==> src/rtl/core/spom_pkg.sv <==
`timescale 1ns / 1ps
// ----------------------------------------------------------------------------
// spom_pkg
// shared types and constants of the spiral-order matrix reader
// ----------------------------------------------------------------------------
package spom_pkg;

  localparam int MaxRows   = 16;
  localparam int MaxCols   = 16;
  localparam int DataWidth = 32;

  localparam int Depth = MaxRows * MaxCols;
  localparam int AddrW = (Depth > 1) ? $clog2(Depth) : 1;
  localparam int CntW  = $clog2(Depth + 1);
  localparam int RowW  = (MaxRows > 1) ? $clog2(MaxRows) : 1;
  localparam int ColW  = (MaxCols > 1) ? $clog2(MaxCols) : 1;
  localparam int IdxW  = (RowW > ColW) ? RowW : ColW;

  // size registers, as seen on the config port
  localparam int CfgW      = 5;
  localparam int CfgIdxW   = 8;
  localparam int CfgDataW  = 32;
  localparam int EdgeW     = ((IdxW > CfgW) ? IdxW : CfgW) + 2;

  localparam logic [CfgW-1:0]    SizeReset    = CfgW'(16);
  localparam logic [CfgIdxW-1:0] RegNumRows   = CfgIdxW'(0);
  localparam logic [CfgIdxW-1:0] RegNumCols   = CfgIdxW'(1);

  localparam int ValueW = 32;

  typedef logic signed [EdgeW-1:0] edge_t;

  typedef struct packed {
    logic                     action;
    logic signed [ValueW-1:0] element_value;
  } in_item_t;

  typedef struct packed {
    logic signed [ValueW-1:0] spiral_value;
    logic                     last_of_spiral;
  } out_item_t;

  // store access request from the position logic
  typedef struct packed {
    logic             we;
    logic             re;
    logic [AddrW-1:0] addr;
    logic             last;
  } spom_req_t;

  localparam logic ActLoad = 1'b0;
  localparam logic ActRead = 1'b1;

endpackage

==> src/rtl/core/spom_walker.sv <==
`timescale 1ns / 1ps
// ----------------------------------------------------------------------------
// spom_walker
// size registers, row-major load position and spiral cursor
// ----------------------------------------------------------------------------
module spom_walker (
  input  logic                            clk_i,
  input  logic                            rst_ni,
  input  logic                            item_valid_i,
  input  logic                            action_i,
  input  logic                            cfg_we_i,
  input  logic [spom_pkg::CfgIdxW-1:0]    cfg_index_i,
  input  logic [spom_pkg::CfgDataW-1:0]   cfg_data_i,
  output spom_pkg::spom_req_t             req_o
);
  import spom_pkg::*;

  typedef enum logic [1:0] {
    SIDE_TOP,
    SIDE_RIGHT,
    SIDE_BOTTOM,
    SIDE_LEFT
  } side_e;

  function automatic logic [CfgW-1:0] eff_size(input logic [CfgW-1:0] raw, input int max_v);
    logic [CfgW-1:0] r;
    if (raw == '0) r = CfgW'(1);
    else if (int'(raw) > max_v) r = CfgW'(max_v);
    else r = raw;
    return r;
  endfunction

  function automatic edge_t to_edge(input logic [IdxW-1:0] v);
    return $signed({{(EdgeW-IdxW){1'b0}}, v});
  endfunction

  logic [CfgW-1:0]  num_rows_q, num_rows_d, num_cols_q, num_cols_d;
  logic [CntW-1:0]  load_pos_q, load_pos_d;
  edge_t            left_q, left_d, right_q, right_d, top_q, top_d, bottom_q, bottom_d;
  side_e            side_q, side_d;
  logic [IdxW-1:0]  row_q, row_d, col_q, col_d;

  logic [CfgW-1:0]  rows_eff, cols_eff, new_rows_eff, new_cols_eff;
  logic [CntW-1:0]  total, load_addr, load_next;
  logic             restart, layer_done, last;
  logic             do_load, do_read, cfg_hit;
  edge_t            row_e, col_e, left_n, right_n, top_n, bottom_n;

  assign rows_eff = eff_size(num_rows_q, MaxRows);
  assign cols_eff = eff_size(num_cols_q, MaxCols);
  assign total    = CntW'(rows_eff) * CntW'(cols_eff);

  assign do_load = item_valid_i && (action_i == ActLoad);
  assign do_read = item_valid_i && (action_i == ActRead);
  assign cfg_hit = cfg_we_i && ((cfg_index_i == RegNumRows) || (cfg_index_i == RegNumCols));

  assign load_addr = (load_pos_q >= total) ? '0 : load_pos_q;
  assign load_next = load_addr + CntW'(1);

  assign row_e = to_edge(row_q);
  assign col_e = to_edge(col_q);

  assign left_n   = left_q + edge_t'(1);
  assign right_n  = right_q - edge_t'(1);
  assign top_n    = top_q + edge_t'(1);
  assign bottom_n = bottom_q - edge_t'(1);

  // next cursor along the spiral
  always_comb begin
    side_d     = side_q;
    row_d      = row_q;
    col_d      = col_q;
    left_d     = left_q;
    right_d    = right_q;
    top_d      = top_q;
    bottom_d   = bottom_q;
    layer_done = 1'b0;
    last       = 1'b0;
    unique case (side_q)
      SIDE_TOP: begin
        if (col_e < right_q) begin
          col_d = col_q + IdxW'(1);
        end else if (top_q < bottom_q) begin
          side_d = SIDE_RIGHT;
          row_d  = top_n[IdxW-1:0];
          col_d  = right_q[IdxW-1:0];
        end else begin
          layer_done = 1'b1;
        end
      end
      SIDE_RIGHT: begin
        if (row_e < bottom_q) begin
          row_d = row_q + IdxW'(1);
        end else if (left_q < right_q) begin
          side_d = SIDE_BOTTOM;
          col_d  = right_n[IdxW-1:0];
          row_d  = bottom_q[IdxW-1:0];
        end else begin
          layer_done = 1'b1;
        end
      end
      SIDE_BOTTOM: begin
        if (col_e > left_q) begin
          col_d = col_q - IdxW'(1);
        end else if (bottom_n > top_q) begin
          side_d = SIDE_LEFT;
          row_d  = bottom_n[IdxW-1:0];
          col_d  = left_q[IdxW-1:0];
        end else begin
          layer_done = 1'b1;
        end
      end
      SIDE_LEFT: begin
        if (row_e > top_n) begin
          row_d = row_q - IdxW'(1);
        end else begin
          layer_done = 1'b1;
        end
      end
      default: begin
        layer_done = 1'b1;
      end
    endcase
    if (layer_done) begin
      left_d   = left_n;
      right_d  = right_n;
      top_d    = top_n;
      bottom_d = bottom_n;
      if ((left_n <= right_n) && (top_n <= bottom_n)) begin
        side_d = SIDE_TOP;
        row_d  = top_n[IdxW-1:0];
        col_d  = left_n[IdxW-1:0];
      end else begin
        last = 1'b1;
      end
    end
  end

  always_comb begin
    num_rows_d = num_rows_q;
    num_cols_d = num_cols_q;
    if (cfg_we_i && (cfg_index_i == RegNumRows)) num_rows_d = cfg_data_i[CfgW-1:0];
    if (cfg_we_i && (cfg_index_i == RegNumCols)) num_cols_d = cfg_data_i[CfgW-1:0];
  end

  assign new_rows_eff = eff_size(num_rows_d, MaxRows);
  assign new_cols_eff = eff_size(num_cols_d, MaxCols);
  assign restart      = cfg_hit || (do_read && last);
  assign load_pos_d   = (load_next >= total) ? '0 : load_next;

  always_ff @(posedge clk_i or negedge rst_ni) begin
    if (!rst_ni) begin
      num_rows_q <= SizeReset;
      num_cols_q <= SizeReset;
      load_pos_q <= '0;
      left_q     <= '0;
      right_q    <= edge_t'(eff_size(SizeReset, MaxCols)) - edge_t'(1);
      top_q      <= '0;
      bottom_q   <= edge_t'(eff_size(SizeReset, MaxRows)) - edge_t'(1);
      side_q     <= SIDE_TOP;
      row_q      <= '0;
      col_q      <= '0;
    end else begin
      num_rows_q <= num_rows_d;
      num_cols_q <= num_cols_d;
      if (restart) begin
        load_pos_q <= '0;
        left_q     <= '0;
        right_q    <= edge_t'(new_cols_eff) - edge_t'(1);
        top_q      <= '0;
        bottom_q   <= edge_t'(new_rows_eff) - edge_t'(1);
        side_q     <= SIDE_TOP;
        row_q      <= '0;
        col_q      <= '0;
      end else if (do_load) begin
        load_pos_q <= load_pos_d;
      end else if (do_read) begin
        left_q   <= left_d;
        right_q  <= right_d;
        top_q    <= top_d;
        bottom_q <= bottom_d;
        side_q   <= side_d;
        row_q    <= row_d;
        col_q    <= col_d;
      end
    end
  end

  always_comb begin
    req_o.we   = do_load;
    req_o.re   = do_read;
    req_o.last = last;
    if (action_i == ActLoad) begin
      req_o.addr = AddrW'(load_addr);
    end else begin
      req_o.addr = AddrW'(row_q * cols_eff + CntW'(col_q));
    end
  end

endmodule

==> config.mk <==
export PLATFORM = sky130hd
export DESIGN_NAME = spom_walker
export DESIGN_NICKNAME = d
export VERILOG_FILES = /design/src/rtl/core/spom_pkg.sv /design/src/rtl/core/spom_walker.sv
export SDC_FILE = /design/constraint.sdc
export NUM_CORES = 1
export LEC_CHECK = 0
export ABC_AREA = 1
export BUFFER_PORTS_ARGS = -buffer_cell sky130_fd_sc_hd__buf_2
export CORE_UTILIZATION = 30
export DETAILED_ROUTE_END_ITERATION = 7
export PLACE_DENSITY_LB_ADDON = 0.25
export SLEW_MARGIN = 20
export SYNTH_ARGS = -nofsm -noshare
export SYNTH_HDL_FRONTEND = slang
export SYNTH_SLANG_ARGS = --single-unit
==> constraint.sdc <==
create_clock -name clk_i -period 19.1 [get_ports clk_i]
set_input_delay 0.955 -clock clk_i [delete_from_list [all_inputs] [get_ports clk_i]]
set_output_delay 0.955 -clock clk_i [all_outputs]
set_load 0.005 [all_outputs]
==> impl_results.md, run 1 <==
- Run status: completed
- Placed Area: 7792 um^2
- Root Driver: clkbuf_16
- Die ar.: 25080 um^2
- # hold bufs at CTS: 0
- Worst-margin pin slew: 0.8334 ns
- Clk sinks: 57
- Hold Crit Class: flop to flop
- Leakage Power: 4.428 nW
- DP Wirelength: 16.18 mm
- Psw: 0.7082 mW
- Syn avg cell area: 6.939 um^2
- # setup viols final: 0
- # DRC: 0
- Peak supply drop: 0.09325 mV
- Antenna violations before repair: 0
- Placer's final routability congestion estimate: 0.8972
- Latest clock arrival within the worst-skew pair: 0.35 ns
- Hold path start: bottom_q[1]
- Crit start category: flop
- GRT Total Usage: 0.1762
- DRT antenna net count: 0
- Most common cell in the netlist: nand2_1
- Synth cell count leaders: 241 x nand2_1, 170 x inv_1, 108 x ha_1, 98 x nor2_1, 74 x nand3_1
- Distinct cells, synth: 52
- Mapped Cells: 1057
- Crit path top cell by count: nand2_1
- Fin Setup TNS: 0 ns
- Period utilisation layout: 0.3894
- Fmax achieved: 0.1344 GHz
- Kind of critical path: flop to flop
- Grt ovf: 0
- Clock buffer depth: 2
- Top cells by area, synth: ha_1 18%, dfrtp_1 16%, nand2_1 12%, inv_1 8.7%, nand3_1 5.0%
- Async S/R FF share, synth: 1.000
- Die height: 158.4 um
- Routed len/inst: 14.72 um
- R2R setup slack: 11.66 ns
- Fin cells: 1405
- CP max FO: 12
- Yosys warning count: 0
- Syn_nets: 1226
- I/O pin count: 56
- MaxCap Viol Count: 0
- Comb pwr share: 0.680
- PostCTS Resize Cnt: 0
- Initial Util: 0.3088
- Ys flop type: dfrtp_1
- ANT cells: 0
- Vias in the first global route: 6532
- Final worst slack: 11.66 ns
- Post-synthesis instance area: 7335 um^2
- Hold EP: bottom_q[1]
- Dpl cells: 1389
- Clock slew at reported path FFs: 0.06 ns
- Arr. time, crit path: 7.72 ns
- TritonCTS clock tree: yes
- Final min period: 7.438 ns
- Largest net degree at the start of global routing: 58
- P_int: 0.5788 mW
- Worst hold path stage count: 2
- DR iter-0 viols: 430
- Sequential share of the synthesized area: 0.1962
- Crit end category: flop
- Final WL: 20.68 mm
- First-pass GRT wire length: 33.75 mm
- Setup bufs post-CTS: 0
- Area delta synth->final: 10.75%
- Cts bufs inserted: 9
- Yosys top cell area share: 0.1842
- Nets: 1250
- Worst r2r path cells: 38
- CP max stage cell: fa_1
- Largest area contributor in the netlist: ha_1
- Flops & latches, synth: 57
- Pwr dens: 158.5 nW/um^2
- Finished Cell Area: 8123 um^2
- Post-route clock skew: 0.01218 ns
- Port bufs: 28
- Seq pwr share: 0.175
- Core area: 23750 um^2
- Slew HR: 0.4423
- Fin. max-slew vios: 0
- Share of post-route cells with drive strength above 1: 0.09300
- R2r endpoint: load_pos_q[1]
- Max stage delay on crit path: 0.49 ns
- Number of vias per cell: 4.810
- EDFF count, synth: 0
- Via Count: 6758
- Fin. Hold Viols: 0
- Die W: 158.4 um
- Pre-CTS worst setup slack: 11.68 ns
- Num rows: 56
- Pre-antenna DRT Iters: 6
- Data required, critical path: 19.38 ns
- Clock Power Share: 0.146
- Net Sw Frac: 0.5503
- H-tree Lvls: 3
- WHS: 0.4836 ns
- RSZ-0062 raised after global routing: false
- R2r startpoint: num_cols_q[2]
-- metal layers --
layer,wire length [um],track usage,vias up
met4,355,0.05128,0
met1,10070,0.2364,3086
met3,902,0.02831,19
met2,9353,0.2895,142
li1,-,-,3511
met5,0,0,-
-- sequential cells by signal (all words and copies together) (netlist names) --
name and flops:
row_q 4, num_cols_q 5, num_rows_q 5, top_q 7, load_pos_q 9, right_q 7, side_q 2, left_q 7
bottom_q 7, col_q 4
-- placed cells by master, fill, tap and decap left out, types with 7 or more instances in the layout --
master / count
nand2_1: 241
nand4_1: 16
xnor2_1: 7
inv_1: 170
clkbuf_16: 9
a21oi_1: 52
fa_1: 16
nand3_1: 74
xor2_1: 32
nor2_1: 98
dfrtp_1: 47
buf_2: 28
o21ai_0: 54
nand3_2: 10
ha_1: 108
nor3_1: 11
o22ai_1: 16
o211ai_1: 9
dfstp_2: 10
-- final cells by class --
cell class                      count  area (um^2)
Clock inverter                      5        77.57
Fill cell                        2593        15630
Multi-Input combinational cell    808         5142
Timing Repair Buffer               30        155.1
Tap cell                          319        399.1
Sequential cell                    57         1439
Inverter                          175        656.9
Clock buffer                       11        252.7
-- worst max path at each step --
stage | endpoint | slack (ns) | start
2_1_floorplan | load_pos_q[0] | 12.56 | num_cols_q[4]
3_3_place_gp | load_pos_q[4] | 11.68 | num_cols_q[3]
3_5_place_dp | load_pos_q[0] | 11.68 | num_cols_q[3]
4_1_cts | load_pos_q[1] | 11.63 | num_cols_q[2]
5_1_grt | load_pos_q[5] | 10.91 | num_cols_q[3]
6_report | load_pos_q[1] | 11.66 | num_cols_q[2]
-- power groups by stage --
stage	sequential, mW	clock [mW]	combinational [mW]
finish	0.225	0.187	0.875
floorplan	0.198	0	0.666
global placement	0.225	0	0.859
CTS	0.223	0.190	0.872
detailed placement	0.225	0	0.866
global route	0.231	0.196	1.00
-- critical path: cells and delay by family, from the launching register on --
family,cells,cell delay [ns]
adders and majority gates,7,2.40
AOI/OAI and AO/OA,6,1.37
buffers and inverters,3,0.45
xor gates and xnor gates,2,0.51
DFF,1,0.36
and+or+nand+nor,20,2.30
-- logic make-up after synthesis --
logic type,after synthesis,share of synthesized area
simple gates,479,0.2936
compound gates,166,0.1331
fa+ha+maj,124,0.2279
flops,57,0.1962
buf+inv,192,0.1027
xor+xnor,39,0.04657
-- stage by stage --
stage / utilization / power [mW]
global route: 0.3420 / 1.428
floorplan: - / 0.8633
CTS: 0.3420 / 1.286
finish: 0.3420 / 1.287
detailed placement: 0.3281 / 1.091
global placement: 0.3281 / 1.084
Power figures use the tool's default switching activity.
==> inputs of run 2 (changes only) <==
clock period = 6.9 ns   (was 19.1 ns; I/O delays follow)
==> run 2 against run 1 <==
Compared with the run above: final area increased by 3.3%; clock skew decreased by 0.0021 ns; count of clock-buffer cells in the layout decreased by 2; flip-flop and latch count is the same; combinational power rose to 2.9 times the previous value; critical path depth is 1 lower; die area is the same; wire length grew 1.6%; final cell count grew 1.5%; hold slack worse by 0.32 ns; critical endpoint is now load_pos_q[6].
==> impl_results.md, run 2 (synthesized netlist as in run 1, its figures left out) <==
- Run status: completed
- Final WL: 21.01 mm
- R2r startpoint: num_cols_q[0]
- Clock buffer depth: 2
- Crit end category: flop
- Latest clock arrival within the worst-skew pair: 0.35 ns
- Crit path top cell by count: nand2_1
- Vias in the first global route: 6535
- Post-route clock skew: 0.01007 ns
- P_int: 1.589 mW
- # DRC: 0
- Total Power: 3.593 mW
- Net Sw Frac: 0.5578
- Slew HR: 0.4534
- Uppermost layer routed: met4
- Port bufs: 28
- Worst-margin pin slew: 0.8168 ns
- GRT Total Usage: 0.1755
- Clock Power Share: 0.130
- Commonest non-fill, non-tap cell in the layout: nand2_1
- Antenna violations before repair: 0
- Worst r2r path cells: 37
- # setup viols final: 0
- Data required, critical path: 7.18 ns
- DRT met1 WL: 10.16 mm
- Pre-antenna DRT Iters: 5
- Arr. time, crit path: 6.88 ns
- Number of flip-flops in the largest register: 9
- Share of post-route cells with drive strength above 1: 0.1355
- Routed len/inst: 14.73 um
- Number of vias per cell: 4.914
- Filler cells: 2580
- Top reg by flops: load_pos_q
- Kind of critical path: flop to flop
- Pwr dens: 428.2 nW/um^2
- Grt ovf: 0
- I/O pin count: 56
- R2r endpoint: load_pos_q[6]
- # hold bufs at CTS: 0
- Metal2 WL: 9.609 mm
- Seq pwr share: 0.174
- Period utilisation layout: 0.9560
- Clk sinks: 57
- Cts bufs inserted: 9
- Die W: 158.4 um
- H-tree Lvls: 3
- Comb pwr share: 0.696
- Fin. max-slew vios: 0
- Psw: 2.004 mW
- Root Driver: clkbuf_16
- CP max FO: 8
- Hold Crit Class: primary input to async pin
- Max stage delay on crit path: 0.54 ns
- Num rows: 56
- Final min period: 6.596 ns
- ANT cells: 0
- Initial Util: 0.3088
- Nets: 1271
- Leakage Power: 4.507 nW
- Area delta synth->final: 14.41%
- Fin Setup TNS: 0 ns
- Largest net degree at the start of global routing: 58
- R2R setup slack: 0.30 ns
- Dpl cells: 1403
- DR iter-0 viols: 430
- Die height: 158.4 um
- TritonCTS clock tree: yes
- Fin. Hold Viols: 0
- Crit start category: flop
- Fmax achieved: 0.1516 GHz
- Peak supply drop: 0.2449 mV
- CP max stage cell: fa_1
- Met3 Wirelength: 810 um
- MaxCap Viol Count: 0
- Core area: 23750 um^2
- Die ar.: 25080 um^2
- DP Wirelength: 16.34 mm
- Via Count: 7007
- Fin cells: 1426
- Placer's final routability congestion estimate: 0.9185
- Most frequent cells in the layout: 238 x nand2_1, 162 x inv_1, 106 x ha_1
- DRT antenna net count: 0
- Clock slew at reported path FFs: 0.06 ns
- First-pass GRT wire length: 34.09 mm
## run 2: cell types whose count changed in the layout (fill, tap and decap cells not counted), sizes merged
cell / change
clkinvlp: +2
clkinv: +1
bufinv: -1
clkbuf: -2
buf: +21
## run 2: timing repair
action | in CTS | in global routing
gates resized for setup | 0 | 37
setup endpoints to repair | 0 | 9
setup buffers | 0 | 7
## run 2: power groups by stage
stage | combinational, mW | clock [mW] | sequential (mW)
after CTS | 2.42 | 0.481 | 0.618
after floorplan | 1.84 | 0 | 0.547
after global routing | 2.84 | 0.491 | 0.641
after global placement | 2.39 | 0 | 0.625
after detailed placement | 2.41 | 0 | 0.623
final | 2.50 | 0.468 | 0.626
## run 2: critical path: cells and delay by family (launching register included)
| family | cells | cell delay [ns] |
|---|---|---|
| AOI/OAI and AO/OA | 6 | 1.20 |
| xor gates and xnor gates | 2 | 0.43 |
| adders and majority gates | 7 | 2.42 |
| buffers and inverters | 3 | 0.18 |
| DFF | 1 | 0.38 |
| and+or+nand+nor | 19 | 1.92 |
## run 2: final cells by class
| class | instances | area, um^2 | area share |
|---|---|---|---|
| clock inverter | 7 | 71.32 | 0.008499 |
| inverter | 175 | 659.4 | 0.07857 |
| multi-input combinational | 808 | 5285 | 0.6298 |
| tap | 319 | 399.1 | 0.04756 |
| clock buffer | 9 | 225.2 | 0.02684 |
| timing repair buffer | 51 | 312.8 | 0.03727 |
| sequential | 57 | 1439 | 0.1715 |
## run 2: per-layer routing
layer  global-route usage  vias to the layer above
li1                     -                     3561
met1               0.2351                     3285
met2               0.2907                      134
met3              0.02450                       27
met4              0.05266                        0
met5                    0                        -
## run 2: through the flow
stage / worst slack, ns / util / instance area (um^2) / hold WS [ns]
final: 0.3038 / 0.3533 / 8392 / 0.1670
after global routing: -0.07150 / 0.3533 / 8392 / 0.2480
after CTS: 0.09205 / 0.3450 / 8194 / 0.2015
after detailed placement: 0.1458 / 0.3325 / 7898 / 0.4753
after global placement: 0.1894 / 0.3325 / 7898 / 0.4703
after floorplan: 0.3595 / - / 7335 / 0.04941
## run 2: how the worst max path moves through the flow
| stage | startpoint | endpoint | slack (ns) | depth (start not counted) |
|---|---|---|---|---|
| finish | num_cols_q[0] | load_pos_q[6] | 0.30 | 37 |
| global route | num_cols_q[0] | load_pos_q[1] | -0.07 | 38 |
| CTS | num_cols_q[2] | load_pos_q[2] | 0.09 | 38 |
| detailed placement | num_cols_q[3] | load_pos_q[4] | 0.15 | 38 |
| global placement | num_cols_q[3] | load_pos_q[3] | 0.19 | 38 |
| floorplan | num_cols_q[4] | load_pos_q[0] | 0.36 | 38 |
==> inputs of run 3 (changes only) <==
REMOVE_ABC_BUFFERS = 1   (was unset)
==> run 3 against run 2 <==
Compared with the run above: maximum frequency rose by 0.29%; final area is 0.15% lower; first-iteration DRC count rose by 12%; wire length is 0.13% higher.
==> impl_results.md, run 3 (synthesized netlist as in run 1, its figures left out) <==
- Run status: completed
- R2r startpoint: num_cols_q[1]
- Worst-margin pin slew: 0.8154 ns
- Crit end category: flop
- Top reg by flops: load_pos_q
- R2r endpoint: load_pos_q[5]
- GRT Total Usage: 0.1777
- Share of post-route cells with drive strength above 1: 0.1362
- # setup viols final: 0
- Metal2 WL: 9.824 mm
- Crit path top cell by count: nand3_2
- Kind of critical path: flop to flop
- Clock slew at reported path FFs: 0.06 ns
- DRT met1 WL: 9.944 mm
- Number of vias per cell: 4.848
- R2R setup slack: 0.32 ns
- Largest net degree at the start of global routing: 58
- Number of flip-flops in the largest register: 9
- Pwr dens: 426.1 nW/um^2
- Latest clock arrival within the worst-skew pair: 0.35 ns
- Fmax achieved: 0.1520 GHz
- Die height: 158.4 um
- RSZ-0062 raised after global routing: true
- Hold Crit Class: primary input to async pin
- Period utilisation layout: 0.9532
- Via Count: 6923
- CP max stage cell: fa_1
- Cts bufs inserted: 9
- Nets: 1273
- Clock buffer depth: 2
- Port bufs: 28
- Arr. time, crit path: 6.86 ns
- Fin. max-slew vios: 0
- Commonest non-fill, non-tap cell in the layout: nand2_1
- Most frequent cells in the layout: 235 x nand2_1, 163 x inv_1, 106 x ha_1
- Antenna violations before repair: 0
- I/O pin count: 56
- Vias in the first global route: 6682
- Crit start category: flop
- Fin. Hold Viols: 0
- Grt ovf: 0
- Data required, critical path: 7.18 ns
- MaxCap Viol Count: 0
- Uppermost layer routed: met4
- Final WL: 21.04 mm
- # hold bufs at CTS: 0
- Leakage Power: 4.503 nW
- Die W: 158.4 um
- H-tree Lvls: 3
- Clk sinks: 57
- Core area: 23750 um^2
- Routed len/inst: 14.73 um
- Area delta synth->final: 14.24%
- Worst r2r path cells: 38
- Num rows: 56
- # DRC: 0
- Placer's final routability congestion estimate: 0.9121
- Pre-antenna DRT Iters: 5
- Fin Setup TNS: 0 ns
- First-pass GRT wire length: 34.43 mm
- Root Driver: clkbuf_16
- Initial Util: 0.3088
- DR iter-0 viols: 483
- TritonCTS clock tree: yes
- Die ar.: 25080 um^2
- Post-route clock skew: 0.01213 ns
- ANT cells: 0
- DP Wirelength: 16.51 mm
- Final Util: 0.3528
- Peak supply drop: 0.2356 mV
- CP max FO: 8
- Max stage delay on crit path: 0.53 ns
- Slew HR: 0.4543
- DRT antenna net count: 0
- Met3 Wirelength: 816 um
- Final min period: 6.577 ns
==> run 3: changes by cell type in the layout (fill, tap and decap cells not counted), sizes merged <==
cell / before / now
bufinv: 1 / 0
buf: 51 / 53
clkbuf: 9 / 10
==> run 3: worst max path at each step <==
stage,startpoint,to,slack (ns)
CTS,num_cols_q[3],load_pos_q[1],0.14
floorplan,num_cols_q[2],load_pos_q[0],0.38
global placement,num_cols_q[4],load_pos_q[2],0.21
detailed placement,num_cols_q[3],load_pos_q[1],0.17
finish,num_cols_q[1],load_pos_q[5],0.32
global route,num_cols_q[0],load_pos_q[5],-0.19
==> run 3: timing repair <==
action | 4_1_cts | 5_1_grt
setup endpoints to repair | 0 | 9
setup buffers | 0 | 8
resized for setup | 0 | 38
==> run 3: area by class of cell <==
cell class / instances / area (um^2)
clock buffer: 10 / 229.0
multi-input combinational: 808 / 5280
inverter: 175 / 659.4
tap: 319 / 399.1
fill: 2571 / 15370
sequential: 57 / 1439
clock inverter: 6 / 45.04
timing repair buffer: 53 / 327.8
==> run 3: critical path: cells and delay by family, from the launching register on <==
family / cells / cell delay (ns)
buf+inv: 3 / 0.20
fa+ha+maj: 7 / 2.45
xor+xnor: 2 / 0.41
flops: 1 / 0.36
simple gates: 20 / 1.90
compound gates: 6 / 1.14
==> run 3: per-layer routing <==
metal,track usage,vias up
met2,0.2991,137
li1,-,3571
met1,0.2331,3187
met5,0,-
met3,0.02640,28
met4,0.05449,0
==> run 3: through the flow <==
step           total power [mW]  hold slack, ns  setup slack, ns  std cells  area, um^2
5_1_grt                   3.976          0.2525          -0.1864       1428        8379
3_3_place_gp              3.011          0.4708           0.2084       1404        7905
2_1_floorplan             2.346         0.04941           0.3834       1040        7238
3_5_place_dp              3.033          0.4781           0.1735       1404        7905
6_report                  3.570          0.1675           0.3228       1428        8379
4_1_cts                   3.482          0.2077           0.1416       1420        8179
==> run 3: power breakdown <==
| group | internal (mW) | switching (mW) | leakage, nW |
|---|---|---|---|
| combinational | 0.884 | 1.64 | 3.66 |
| sequential | 0.450 | 0.173 | 0.714 |
| clock | 0.243 | 0.182 | 0.125 |
| total | 1.58 | 1.99 | 4.50 |
